**src/skt_pkg.sv**
```systemverilog
// skt_pkg: shared types and constants for the SQL keyword tokenizer.
// Holds token kind codes, character codes, the keyword table and result structs.
// No dependencies.
package skt_pkg;

  localparam int unsigned LEN_W    = 16;
  localparam int unsigned CHAR_W   = 8;
  localparam int unsigned KIND_W   = 5;
  localparam int unsigned PREFIX_W = 56;
  localparam int unsigned PREFIX_BYTES = 7;
  localparam int unsigned NUM_KW   = 8;
  localparam int unsigned FIFO_DEPTH = 4;
  localparam int unsigned FIFO_AW  = 2;

  typedef enum logic [1:0] {
    MODE_IDLE = 2'd0,
    MODE_WORD = 2'd1,
    MODE_NUM  = 2'd2
  } mode_e;

  typedef enum logic [KIND_W-1:0] {
    KIND_IDENT   = 5'd0,
    KIND_NUMBER  = 5'd1,
    KIND_SELECT  = 5'd2,
    KIND_FROM    = 5'd3,
    KIND_WHERE   = 5'd4,
    KIND_JOIN    = 5'd5,
    KIND_ON      = 5'd6,
    KIND_GROUP   = 5'd7,
    KIND_BY      = 5'd8,
    KIND_EXPLAIN = 5'd9,
    KIND_EQ      = 5'd10,
    KIND_SEMI    = 5'd11,
    KIND_LPAREN  = 5'd12,
    KIND_RPAREN  = 5'd13,
    KIND_COMMA   = 5'd14,
    KIND_STAR    = 5'd15,
    KIND_ILLEGAL = 5'd16,
    KIND_EOF     = 5'd17
  } kind_e;

  // character codes
  localparam logic [CHAR_W-1:0] CH_EOS    = 8'h00;
  localparam logic [CHAR_W-1:0] CH_TAB    = 8'h09;
  localparam logic [CHAR_W-1:0] CH_LF     = 8'h0A;
  localparam logic [CHAR_W-1:0] CH_CR     = 8'h0D;
  localparam logic [CHAR_W-1:0] CH_SPACE  = 8'h20;
  localparam logic [CHAR_W-1:0] CH_EQ     = 8'h3D;
  localparam logic [CHAR_W-1:0] CH_SEMI   = 8'h3B;
  localparam logic [CHAR_W-1:0] CH_LPAREN = 8'h28;
  localparam logic [CHAR_W-1:0] CH_RPAREN = 8'h29;
  localparam logic [CHAR_W-1:0] CH_COMMA  = 8'h2C;
  localparam logic [CHAR_W-1:0] CH_STAR   = 8'h2A;
  localparam logic [CHAR_W-1:0] CH_UNDER  = 8'h5F;
  localparam logic [CHAR_W-1:0] CH_DOT    = 8'h2E;
  localparam logic [CHAR_W-1:0] CH_LO_A   = 8'h61;
  localparam logic [CHAR_W-1:0] CH_LO_Z   = 8'h7A;
  localparam logic [CHAR_W-1:0] CH_UP_A   = 8'h41;
  localparam logic [CHAR_W-1:0] CH_UP_Z   = 8'h5A;
  localparam logic [CHAR_W-1:0] CH_0      = 8'h30;
  localparam logic [CHAR_W-1:0] CH_9      = 8'h39;
  localparam logic [CHAR_W-1:0] CASE_BIT  = 8'h20;

  // upper-cased keyword text, packed first byte highest, right-justified
  localparam logic [PREFIX_W-1:0] KW_TEXT [NUM_KW] = '{
    56'h0053454C454354,   // SELECT
    56'h00000046524F4D,   // FROM
    56'h00005748455245,   // WHERE
    56'h0000004A4F494E,   // JOIN
    56'h00000000004F4E,   // ON
    56'h000047524F5550,   // GROUP
    56'h00000000004259,   // BY
    56'h4558504C41494E    // EXPLAIN
  };
  localparam logic [3:0] KW_LEN [NUM_KW] = '{4'd6, 4'd4, 4'd5, 4'd4, 4'd2, 4'd5, 4'd2, 4'd7};
  localparam kind_e KW_KIND [NUM_KW] = '{
    KIND_SELECT, KIND_FROM, KIND_WHERE, KIND_JOIN,
    KIND_ON, KIND_GROUP, KIND_BY, KIND_EXPLAIN
  };

  typedef struct packed {
    kind_e              kind;
    logic [LEN_W-1:0]   start_res;
    logic [LEN_W-1:0]   length;
    logic [CHAR_W-1:0]  char_value;
    logic               last;
  } tok_t;

  // up to two tokens produced by one byte, in order
  typedef struct packed {
    logic [1:0] cnt;
    tok_t       first;
    tok_t       second;
  } push_t;

endpackage

```
**src/skt_res_fifo.sv**
```systemverilog
// skt_res_fifo: small token queue, takes up to two tokens a cycle, gives one.
// Depends on skt_pkg.
module skt_res_fifo import skt_pkg::*; (
  input  logic  clk_i,
  input  logic  rst_ni,
  input  push_t push_i,
  output logic  room2_o,
  output logic  valid_o,
  input  logic  ready_i,
  output tok_t  tok_o
);

  tok_t               mem_q [FIFO_DEPTH];
  logic [FIFO_AW-1:0] wr_q, rd_q;
  logic [FIFO_AW:0]   cnt_q;
  logic               pop;
  logic [FIFO_AW-1:0] wr_next;

  assign valid_o = (cnt_q != '0);
  assign tok_o   = mem_q[rd_q];
  assign pop     = valid_o && ready_i;
  assign room2_o = (cnt_q <= (FIFO_AW+1)'(FIFO_DEPTH - 2));
  assign wr_next = wr_q + 1'b1;

  always_ff @(posedge clk_i) begin
    if (push_i.cnt != 2'd0) begin
      mem_q[wr_q] <= push_i.first;
    end
    if (push_i.cnt == 2'd2) begin
      mem_q[wr_next] <= push_i.second;
    end
  end

  always_ff @(posedge clk_i or negedge rst_ni) begin
    if (!rst_ni) begin
      wr_q  <= '0;
      rd_q  <= '0;
      cnt_q <= '0;
    end else begin
      wr_q  <= wr_q + FIFO_AW'(push_i.cnt);
      rd_q  <= rd_q + FIFO_AW'(pop);
      cnt_q <= cnt_q + (FIFO_AW+1)'(push_i.cnt) - (FIFO_AW+1)'(pop);
    end
  end

endmodule

```
**config.mk**
```make
export PLATFORM = sky130hd
export DESIGN_NAME = skt_res_fifo
export DESIGN_NICKNAME = d
export VERILOG_FILES = /design/src/skt_pkg.sv /design/src/skt_res_fifo.sv
export SDC_FILE = /design/constraint.sdc
export NUM_CORES = 1
export LEC_CHECK = 0
export CAP_MARGIN = 25
export CORE_MARGIN = 5
export CORE_UTILIZATION = 48
export DETAILED_ROUTE_END_ITERATION = 6
export DONT_BUFFER_PORTS = 1
export SYNTH_ARGS = -nofsm -noshare
export SYNTH_HDL_FRONTEND = slang
export SYNTH_SLANG_ARGS = --single-unit
```
**constraint.sdc**
```tcl
create_clock -name clk_i -period 8.8 [get_ports clk_i]
set_clock_uncertainty 0.1 [all_clocks]
set_input_delay 2.64 -clock clk_i [delete_from_list [all_inputs] [get_ports clk_i]]
set_output_delay 2.64 -clock clk_i [all_outputs]
set_load 0.02 [all_outputs]
```
==> metrics.txt <==
Ys Warns 0; number of I/O port buffers 0; via-per-instance ratio between 5 and 6; max_slew headroom approximately a third; met3 Use GR under 10%; largest net degree at the start of global routing 48; Area growth syn-to-layout 7.95%; Post-route DRC 0; die width around 150 um; Initial Util 49.2%; GRT met1 Usage 20.5%; DR WL/cell ~26 um; sequential share of power roughly 44%; layout cells sized above 1 56.6%; Core Region about 20000 um2; Mapped Cells 485; Clock Latency Late Sink approximately 0.42 ns; total grt overflow 0; GRT busiest layer met2; Syn Nets ~590; post_cts resized 0; status complete, no violations; commonest non-fill, non-tap cell in the layout edfxtp_1; final non-filler cell area approximately 10000 um2; ANT nets after route 0; Tcrit/Tclk final between 50% and 60%; fin crit period 4.92 ns; Iter 0 DRT Violations about 200; Netlist cell types 27; global-route wire length before repair about 30000 um; FF+latch count, synth between 150 and 200; post-CTS setup buffer count 0; n_diodes 0; Crit Path Class flip-flop to primary output; Slew @ Worst Pin about 1 ns; clock buffer depth 2; P_sw about 1.2 mW; CTS tree built; Post-Syn Area about 9600 um2; router iterations before antenna repair 6; die height 152 um; setup TNS 0 ns; IO Pins about 150; Comb pwr share between 30 and 40%; leakage about 3.5 nW; Syn Area/Cell just under 20 um2; met2 GRT Util between 30% and 40%; H-tree depth 4; # setup viols final 0; Synth area leader edfxtp_1; CTS root buffer clkbuf_16; clock power share between 20% and 30%; post-synth top area share 57.3%; clock slew at the register clock pins of the worst setup and hold paths roughly 0.07 ns; worst path arrival time 2.18 ns; P per Cell Area roughly 330 nW/um2; RSZ-0062 raised after global routing no; initial antenna violation count 0; Post-Route WL between 15000 and 20000 um; Max Clk Rate around 200 MHz; Clock Sinks approximately 190; vias in the first global route between 4000 and 5000; most frequent cells in the layout edfxtp_1 (184), mux2_2 (115), mux2_4 (69); Synth area leaders edfxtp_1 (57%), mux2_2 (13%), mux2_4 (11%); Max-Cap Viols 0; Critical Path Max Stage Delay a little under 0.8 ns; gp weighted congestion ~0.7; Die Area about 23000 um2; sequential share of the synthesized area 59.1%; GRT Overall Usage around 18%; CP max-delay cell dfrtp_4; CP Cell Sequence buf_16 > mux4_2; Hold-fix buffers, CTS 0; # rows between 50 and 60; internal power around 2.2 mW; hpwl dp 11700 um; hold crit path type flip-flop to flip-flop; Critical Path Start Type flip-flop; CTS buffer count 17; placed cell area 9830 um2; Final nets between 500 and 600; vias 4438; CP required between 6 and 7 ns; final hold vios 0; crit-path max FO 26; CP endpoint kind primary output; fin. max-slew vios 0; Worst VDD drop between 0.0001 and 0.00015 V; Sw Share around a third
cell usage after synthesis:
| cell type | instances |
|---|---|
| buf_12 | 4 |
| o31ai_1 | 1 |
| mux4_2 | 46 |
| and4bb_1 | 2 |
| mux2_2 | 115 |
| clkbuf_2 | 1 |
| a21oi_1 | 1 |
| buf_2 | 9 |
| buf_6 | 14 |
| o21bai_1 | 2 |
| inv_1 | 5 |
| nand4b_1 | 1 |
| nor2_1 | 3 |
| nor4b_2 | 1 |
| fa_1 | 1 |
| mux2i_1 | 2 |
| o311ai_0 | 1 |
| or3_1 | 1 |
| buf_4 | 3 |
| xor2_1 | 1 |
| clkbuf_1 | 1 |
| ha_1 | 3 |
| mux2_4 | 69 |
| o21ai_0 | 2 |
| xnor2_1 | 5 |
| edfxtp_1 | 184 |
| dfrtp_1 | 7 |
flip-flops by register name, indices dropped and copies added, names as in the netlist:
register	cells
cnt_q	3
mem_q	184
rd_q	2
wr_q	2
layout make-up:
| type | instances | area, um2 |
|---|---|---|
| fillers | 1574 | 9180 |
| flip-flops and latches | 191 | 5710 |
| multi-input cells | 257 | 3660 |
| clock buffers | 17 | 425 |
| well taps | 265 | 332 |
| clock inverters | 15 | 150 |
| repair buffers | 10 | 115 |
| inverters | 5 | 18.8 |
metal layers:
metal  share of wire [%]  routed length (um)
met5                   0                   0
met3                 8.9                1770
met4                0.98                 194
met1                  37                7430
met2                  53               10400
worst max-delay path, delay by kind of cell, from the launching register on:
family,cells,cell delay [ns]
DFF,1,0.78
buffers and inverters,1,0.29
muxes,1,0.65
path summary, 6_finish.rpt:
kind	depth (start not counted)	start	slack, ns	endpoint
min in group asynchronous	0	rst_ni	1.81	wr_q[0]
worst max register to register	4	wr_q[1]	5.93	mem_q[2][4]
worst max-delay path	2	rd_q[0]	3.88	tok_o[0]
worst min register to register	1	cnt_q[2]	0.46	cnt_q[2]
worst min-delay path	1	cnt_q[2]	0.46	cnt_q[2]
max in group asynchronous	0	rst_ni	6.72	rd_q[0]
cell families (layout without fill, tap and decap cells):
kind of cell	after synthesis	in the layout	synth area share, %
muxes	232	232	35.1
DFF	191	191	59.1
buffers and inverters	37	47	3.45
and+or+nand+nor	8	8	0.688
AOI/OAI and AO/OA	7	7	0.480
xor gates and xnor gates	6	6	0.545
adders and majority gates	4	4	0.597
power by group through the flow:
stage          sequential [mW]  clock [mW]  combinational (mW)
2_1_floorplan             1.44           0               0.997
3_3_place_gp              1.54           0                1.14
3_5_place_dp              1.51           0                1.20
4_1_cts                   1.49       0.773                1.20
5_1_grt                   1.52       0.814                1.24
6_report                  1.48       0.757                1.17
metrics by stage:
stage	std cells	utilization [%]	worst slack [ns]	power (mW)	hold slack (ns)
5_1_grt	760	53.1	3.75	3.57	0.496
2_1_floorplan	485	-	2.05	2.44	0.413
4_1_cts	760	53.1	3.81	3.47	0.459
3_3_place_gp	726	49.9	3.48	2.68	0.449
6_report	760	53.1	3.88	3.41	0.464
3_5_place_dp	728	50.2	3.81	2.71	0.445
No activity file was read; power rests on OpenSTA's default activity.
