<file path="src/skt_pkg.sv">
// skt_pkg: shared types and constants for the SQL keyword tokenizer.
// Holds token kind codes, character codes, the keyword table and result structs.
// No dependencies.
package skt_pkg;

  localparam int unsigned LEN_W    = 16;
  localparam int unsigned CHAR_W   = 8;
  localparam int unsigned KIND_W   = 5;
  localparam int unsigned PREFIX_W = 56;
  localparam int unsigned PREFIX_BYTES = 7;
  localparam int unsigned NUM_KW   = 8;
  localparam int unsigned FIFO_DEPTH = 4;
  localparam int unsigned FIFO_AW  = 2;

  typedef enum logic [1:0] {
    MODE_IDLE = 2'd0,
    MODE_WORD = 2'd1,
    MODE_NUM  = 2'd2
  } mode_e;

  typedef enum logic [KIND_W-1:0] {
    KIND_IDENT   = 5'd0,
    KIND_NUMBER  = 5'd1,
    KIND_SELECT  = 5'd2,
    KIND_FROM    = 5'd3,
    KIND_WHERE   = 5'd4,
    KIND_JOIN    = 5'd5,
    KIND_ON      = 5'd6,
    KIND_GROUP   = 5'd7,
    KIND_BY      = 5'd8,
    KIND_EXPLAIN = 5'd9,
    KIND_EQ      = 5'd10,
    KIND_SEMI    = 5'd11,
    KIND_LPAREN  = 5'd12,
    KIND_RPAREN  = 5'd13,
    KIND_COMMA   = 5'd14,
    KIND_STAR    = 5'd15,
    KIND_ILLEGAL = 5'd16,
    KIND_EOF     = 5'd17
  } kind_e;

  // character codes
  localparam logic [CHAR_W-1:0] CH_EOS    = 8'h00;
  localparam logic [CHAR_W-1:0] CH_TAB    = 8'h09;
  localparam logic [CHAR_W-1:0] CH_LF     = 8'h0A;
  localparam logic [CHAR_W-1:0] CH_CR     = 8'h0D;
  localparam logic [CHAR_W-1:0] CH_SPACE  = 8'h20;
  localparam logic [CHAR_W-1:0] CH_EQ     = 8'h3D;
  localparam logic [CHAR_W-1:0] CH_SEMI   = 8'h3B;
  localparam logic [CHAR_W-1:0] CH_LPAREN = 8'h28;
  localparam logic [CHAR_W-1:0] CH_RPAREN = 8'h29;
  localparam logic [CHAR_W-1:0] CH_COMMA  = 8'h2C;
  localparam logic [CHAR_W-1:0] CH_STAR   = 8'h2A;
  localparam logic [CHAR_W-1:0] CH_UNDER  = 8'h5F;
  localparam logic [CHAR_W-1:0] CH_DOT    = 8'h2E;
  localparam logic [CHAR_W-1:0] CH_LO_A   = 8'h61;
  localparam logic [CHAR_W-1:0] CH_LO_Z   = 8'h7A;
  localparam logic [CHAR_W-1:0] CH_UP_A   = 8'h41;
  localparam logic [CHAR_W-1:0] CH_UP_Z   = 8'h5A;
  localparam logic [CHAR_W-1:0] CH_0      = 8'h30;
  localparam logic [CHAR_W-1:0] CH_9      = 8'h39;
  localparam logic [CHAR_W-1:0] CASE_BIT  = 8'h20;

  // upper-cased keyword text, packed first byte highest, right-justified
  localparam logic [PREFIX_W-1:0] KW_TEXT [NUM_KW] = '{
    56'h0053454C454354,   // SELECT
    56'h00000046524F4D,   // FROM
    56'h00005748455245,   // WHERE
    56'h0000004A4F494E,   // JOIN
    56'h00000000004F4E,   // ON
    56'h000047524F5550,   // GROUP
    56'h00000000004259,   // BY
    56'h4558504C41494E    // EXPLAIN
  };
  localparam logic [3:0] KW_LEN [NUM_KW] = '{4'd6, 4'd4, 4'd5, 4'd4, 4'd2, 4'd5, 4'd2, 4'd7};
  localparam kind_e KW_KIND [NUM_KW] = '{
    KIND_SELECT, KIND_FROM, KIND_WHERE, KIND_JOIN,
    KIND_ON, KIND_GROUP, KIND_BY, KIND_EXPLAIN
  };

  typedef struct packed {
    kind_e              kind;
    logic [LEN_W-1:0]   start_res;
    logic [LEN_W-1:0]   length;
    logic [CHAR_W-1:0]  char_value;
    logic               last;
  } tok_t;

  // up to two tokens produced by one byte, in order
  typedef struct packed {
    logic [1:0] cnt;
    tok_t       first;
    tok_t       second;
  } push_t;

endpackage

</file>
<file path="src/skt_lexer.sv">
// skt_lexer: lexer state and byte classification; turns one byte into 0..2 tokens.
// Depends on skt_pkg.
module skt_lexer import skt_pkg::*; #(
  parameter int unsigned POSITION_BITS = 16
) (
  input  logic              clk_i,
  input  logic              rst_ni,
  input  logic              fire_i,
  input  logic [CHAR_W-1:0] ch_i,
  output push_t             push_o
);

  mode_e                    mode_q, mode_d;
  logic [POSITION_BITS-1:0] pos_q, pos_d;
  logic [POSITION_BITS-1:0] start_q, start_d;
  logic [PREFIX_W-1:0]      prefix_q, prefix_d;
  logic [LEN_W-1:0]         run_q, run_d;

  logic              is_lower, is_word, is_digit;
  logic [CHAR_W-1:0] up_ch;
  logic [LEN_W-1:0]  pos16, start16, run_inc;
  logic [POSITION_BITS-1:0] pos_inc;
  kind_e             kw_kind;

  assign is_lower = (ch_i >= CH_LO_A) && (ch_i <= CH_LO_Z);
  assign is_word  = is_lower || ((ch_i >= CH_UP_A) && (ch_i <= CH_UP_Z)) ||
                    (ch_i == CH_UNDER) || (ch_i == CH_DOT);
  assign is_digit = (ch_i >= CH_0) && (ch_i <= CH_9);
  assign up_ch    = is_lower ? (ch_i & ~CASE_BIT) : ch_i;

  assign pos_inc = (pos_q == '1) ? pos_q : pos_q + 1'b1;
  assign run_inc = (run_q == '1) ? run_q : run_q + 1'b1;

  // report positions in a 16-bit field, clamped
  if (POSITION_BITS > LEN_W) begin : g_sat
    assign pos16   = (pos_q[POSITION_BITS-1:LEN_W] != '0) ? '1 : pos_q[LEN_W-1:0];
    assign start16 = (start_q[POSITION_BITS-1:LEN_W] != '0) ? '1 : start_q[LEN_W-1:0];
  end else begin : g_ext
    assign pos16   = LEN_W'(pos_q);
    assign start16 = LEN_W'(start_q);
  end

  always_comb begin
    kw_kind = KIND_IDENT;
    for (int k = 0; k < NUM_KW; k++) begin
      if ((run_q == LEN_W'(KW_LEN[k])) && (prefix_q == KW_TEXT[k])) begin
        kw_kind = KW_KIND[k];
      end
    end
  end

  always_comb begin
    tok_t pend_tok, ch_tok;
    logic has_pend, has_ch;

    mode_d   = mode_q;
    pos_d    = pos_q;
    start_d  = start_q;
    prefix_d = prefix_q;
    run_d    = run_q;
    push_o   = '0;
    pend_tok = '0;
    ch_tok   = '0;
    has_pend = 1'b0;
    has_ch   = 1'b0;

    if (fire_i) begin
      if ((mode_q == MODE_WORD) && is_word) begin
        if (run_q < LEN_W'(PREFIX_BYTES)) begin
          prefix_d = {prefix_q[PREFIX_W-CHAR_W-1:0], up_ch};
        end
        run_d = run_inc;
        pos_d = pos_inc;
      end else if ((mode_q == MODE_NUM) && is_digit) begin
        run_d = run_inc;
        pos_d = pos_inc;
      end else begin
        // a run ends here: flush it ahead of whatever this byte gives
        has_pend           = (mode_q != MODE_IDLE);
        pend_tok.kind      = (mode_q == MODE_WORD) ? kw_kind : KIND_NUMBER;
        pend_tok.start_res = start16;
        pend_tok.length    = run_q;
        mode_d             = MODE_IDLE;
        pos_d              = pos_inc;

        ch_tok.start_res  = pos16;
        ch_tok.length     = LEN_W'(1);
        ch_tok.char_value = ch_i;
        has_ch            = 1'b1;
        case (ch_i) inside
          CH_SPACE, CH_TAB, CH_CR, CH_LF: has_ch = 1'b0;
          CH_EOS: begin
            ch_tok.kind       = KIND_EOF;
            ch_tok.length     = '0;
            ch_tok.char_value = '0;
            pos_d    = '0;
            start_d  = '0;
            prefix_d = '0;
            run_d    = '0;
          end
          CH_EQ:     ch_tok.kind = KIND_EQ;
          CH_SEMI:   ch_tok.kind = KIND_SEMI;
          CH_LPAREN: ch_tok.kind = KIND_LPAREN;
          CH_RPAREN: ch_tok.kind = KIND_RPAREN;
          CH_COMMA:  ch_tok.kind = KIND_COMMA;
          CH_STAR:   ch_tok.kind = KIND_STAR;
          default: begin
            if (is_word) begin
              has_ch   = 1'b0;
              mode_d   = MODE_WORD;
              start_d  = pos_q;
              run_d    = LEN_W'(1);
              prefix_d = PREFIX_W'(up_ch);
            end else if (is_digit) begin
              has_ch   = 1'b0;
              mode_d   = MODE_NUM;
              start_d  = pos_q;
              run_d    = LEN_W'(1);
              prefix_d = '0;
            end else begin
              ch_tok.kind = KIND_ILLEGAL;
            end
          end
        endcase

        ch_tok.last = 1'b1;
        if (has_pend) begin
          pend_tok.last = !has_ch;
          push_o.first  = pend_tok;
          push_o.second = ch_tok;
          push_o.cnt    = has_ch ? 2'd2 : 2'd1;
        end else begin
          push_o.first = ch_tok;
          push_o.cnt   = has_ch ? 2'd1 : 2'd0;
        end
      end
    end
  end

  always_ff @(posedge clk_i or negedge rst_ni) begin
    if (!rst_ni) begin
      mode_q   <= MODE_IDLE;
      pos_q    <= '0;
      start_q  <= '0;
      prefix_q <= '0;
      run_q    <= '0;
    end else begin
      mode_q   <= mode_d;
      pos_q    <= pos_d;
      start_q  <= start_d;
      prefix_q <= prefix_d;
      run_q    <= run_d;
    end
  end

endmodule

</file>
<file path="config.mk">
export PLATFORM = sky130hd
export DESIGN_NAME = skt_lexer
export DESIGN_NICKNAME = d
export VERILOG_FILES = /design/src/skt_pkg.sv /design/src/skt_lexer.sv
export SDC_FILE = /design/constraint.sdc
export NUM_CORES = 1
export LEC_CHECK = 0
export ABC_AREA = 0
export BUFFER_PORTS_ARGS = -buffer_cell sky130_fd_sc_hd__buf_2
export CORE_MARGIN = 2
export CORE_UTILIZATION = 50
export CTS_CLUSTER_SIZE = 30
export DETAILED_ROUTE_END_ITERATION = 12
export PLACE_DENSITY_LB_ADDON = 0.25
export SLEW_MARGIN = 20
export SYNTH_ARGS = -nofsm -noshare
export SYNTH_HDL_FRONTEND = slang
export SYNTH_SLANG_ARGS = --single-unit
</file>
<file path="constraint.sdc">
create_clock -name clk_i -period 3.12 [get_ports clk_i]
set_input_delay 0.312 -clock clk_i [delete_from_list [all_inputs] [get_ports clk_i]]
set_output_delay 0.312 -clock clk_i [all_outputs]
set_load 0.05 [all_outputs]
</file>
==> impl_metrics.json <==
{
  "drt_first_pass_iters": 5,
  "wl_um": 17500,
  "tritoncts": "built",
  "wire_per_inst_um": 16.6,
  "antenna_found_initial": 0,
  "vias": 6063,
  "r2r_setup_slack_ps": 650,
  "cts.path.max_buffers": 2,
  "top_level_ports": 105,
  "required_ps": 2810,
  "syn_area_um2": 6510,
  "area_growth_syn_to_layout_pct": 16.8,
  "worst_slack_ps": 47.6,
  "dpl.hpwl_um": 12400,
  "synth-seq-cells": 106,
  "worstPathArrival_ps": 2760,
  "cts.htree.levels": 3,
  "slew_violations": 0,
  "crit_path_top_delay_cell": "or4_1",
  "synth_cell_types": 56,
  "worstPathMaxFanout": 5,
  "slew_headroom": 0.433,
  "antenna_cells": 0,
  "irDropWorstVdd_v": 0.000292,
  "port_buffers": 89,
  "n_fill_cell": 1162,
  "cts.clk_slew.worst_paths_ps": 70,
  "place_ws_ps": 166,
  "ctsHoldBuffers": 0,
  "place.gp.congestion": 0.998,
  "synth-async-reset-ratio": 1.00,
  "start_kind": "flip-flop",
  "rows": 41,
  "regArea_um2": 2650,
  "ys_warn_count": 0,
  "r2r-start": "run_q[4]",
  "first_iter_violations": 587,
  "setup_viol": 0,
  "drc": 0,
  "grt_usage": 0.254,
  "r2r-end": "run_q[5]",
  "ys_seq_area_frac": 0.407,
  "final_nets": 896,
  "max_stage_delay_ps": 540,
  "synth_ff_type": "dfrtp_1",
  "fp.dieH_um": 118,
  "cts_sinks": 106,
  "hold_path.class": "input pin to async pin",
  "cts_inserted_buffers": 9,
  "avgSynthCellArea_um2": 8.15,
  "cap_violations": 0,
  "viasPerCell": 5.75,
  "crit_chain": "or3_4, or4_1, nor3_2, and3_1, a31oi_1, mux2_2, nor3_4, buf_6",
  "grt_pass1_wl_um": 28900,
  "die_x_um": 118,
  "period_share": 0.985,
  "r2r_cells": 7,
  "multi_input_comb_area_um2": 3450,
  "finClkSkew_ps": 9.40,
  "synth_cells": 799,
  "cts_root_buf": "clkbuf_16",
  "path_class": "flip-flop to primary output",
  "worstSkewPairLatency_ps": 350,
  "outcome": "finished, final reports clean",
  "endpoint_kind": "primary output",
  "fmax_mhz": 325,
  "power_density_nw_per_um2": 467,
  "grt_max_degree": 107,
  "synth_edf_count": 0,
  "leakagePower_nw": 3.41,
  "p_total_mw": 3.55,
  "worst_slew_pin_slew_ps": 842,
  "overflow": 0,
  "rsz0062_at_grt": "true",
  "core-area_um2": 12700,
  "fin_crit_ps": 3070,
  "hold_viol": 0,
  "dieArea_um2": 14000,
  "layout-drive-gt1-share": 0.203,
  "ant_nets": 0,
  "initial_core_util": 0.514,
  "grt_pass1_vias": 5593
}
==> registers in the layout (all words and copies together), names as in the netlist <==
register,count
mode_q,2
start16,16
prefix_q,56
run_q,16
pos16,16
==> logic make-up (layout without fill, tap and decap cells) <==
family | Yosys count | after routing | synth area share
XOR/XNOR | 10 | 10 | 0.0134
other | 1 | 15 | 0.000576
AO/OA/AOI/OAI | 162 | 162 | 0.149
flip-flops | 106 | 106 | 0.407
multiplexers | 5 | 5 | 0.00845
buffers and inverters | 126 | 196 | 0.0943
AND/OR/NAND/NOR | 382 | 382 | 0.314
adder cells (fa/ha/maj) | 7 | 7 | 0.0134
==> worst max-delay path: cells and delay by family, from the launching register on <==
family                 cells  cell delay (ps)
multiplexers               1              310
AND/OR/NAND/NOR            5             1450
AO/OA/AOI/OAI              1               60
buffers and inverters      1              180
flip-flops                 1              400
==> worst max path at each step <==
stage                      start          to  slack [ps]  depth (start not counted)
floorplan                ch_i[2]  push_o[42]          70                         10
global placement    prefix_q[43]  push_o[87]         180                          8
detailed placement  prefix_q[43]  push_o[87]         170                          8
CTS                    run_q[10]  push_o[89]         -40                          8
global route           run_q[14]  push_o[90]         -80                          8
finish              prefix_q[31]  push_o[90]          50                          8
==> power breakdown <==
group	internal, mW	switching [mW]	total [mW]
Combinational	0.203	0.528	0.731
Sequential	1.47	0.122	1.59
Clock	0.723	0.505	1.23
Total	2.40	1.15	3.55
==> cells in the mapped netlist, types with 3 or more instances <==
cell type  number  area [µm²]
a211oi_1        5        37.5
a21oi_1        34         170
a31oi_1        10        62.6
a32o_1          3        30.0
a41oi_1         5        43.8
and2_1         40         250
and3_1         21         131
and4_1          8        70.1
buf_2          14        70.1
buf_4          19         143
buf_6           4        45.0
clkbuf_1       23        86.3
dfrtp_1       106        2650
ha_1            7        87.6
inv_1          62         233
nand2_1        95         357
nand2b_1        5        31.3
nand3_1        71         355
nand3_2         7        70.1
nand4_1        15        93.8
nor2_1         45         169
nor2b_1         7        43.8
nor3_1         20         100
nor4_1         19         119
nor4b_1         8        70.1
o21ai_0        75         375
o21ai_1         4        20.0
o21ai_2         8        70.1
o31ai_1         9        67.6
or3_1           9        56.3
or4_1           3        22.5
xnor2_1         4        35.0
xor2_1          6        52.6
==> layer usage <==
| layer | up-vias | global-route usage | wire length, µm | share of wire |
|---|---|---|---|---|
| met5 | - | 0 | 0 | 0 |
| met4 | 0 | 0.0979 | 476 | 0.027 |
| met3 | 39 | 0.0325 | 821 | 0.047 |
| met2 | 203 | 0.404 | 8380 | 0.48 |
| met1 | 2904 | 0.353 | 7860 | 0.45 |
| li1 | 2917 | - | - | - |
==> area by class of cell <==
class	instances	area share
inverter	63	0.0311
clock inverter	5	0.0102
clock buffer	11	0.0319
multi-input combinational	581	0.454
timing repair buffer	117	0.0959
sequential	106	0.349
tap	172	0.0283
==> placed cells by master (no fill, tap or decap), drive strengths merged, types with 4 or more instances in the layout <==
| master | n |
|---|---|
| nor4b | 8 |
| and2 | 40 |
| nand3 | 79 |
| and4 | 8 |
| or3 | 9 |
| mux2 | 4 |
| a21oi | 34 |
| clkbuf | 11 |
| o31ai | 9 |
| buf | 117 |
| a31oi | 10 |
| ha | 7 |
| nand4 | 15 |
| o21ai | 87 |
| dfrtp | 106 |
| xor2 | 6 |
| and3 | 21 |
| nor2b | 7 |
| nor2 | 45 |
| nand2 | 95 |
| a41oi | 5 |
| nor4 | 21 |
| nor3 | 21 |
| conb | 15 |
| nand2b | 5 |
| xnor2 | 4 |
| a211oi | 5 |
| inv | 63 |
==> stage by stage <==
stage	setup TNS (ps)	cells	util	hold slack (ps)	cell area, µm²
after floorplan	0	813	-	16.4	6580
after global placement	0	1039	0.563	431	7140
after detailed placement	0	1039	0.563	432	7140
after CTS	-92.7	1055	0.591	51.4	7490
after global routing	-188	1055	0.600	80.0	7600
final	0	1055	0.600	25.1	7600
==> what timing repair did <==
| item | CTS | global route |
|---|---|---|
| buffers inserted | 0 | 0 |
| setup endpoints to repair | 4 | 4 |
| gates resized for setup | 10 | 19 |
| pin swaps | 1 | 2 |
Note: power is estimated with default switching activity, not from simulation.
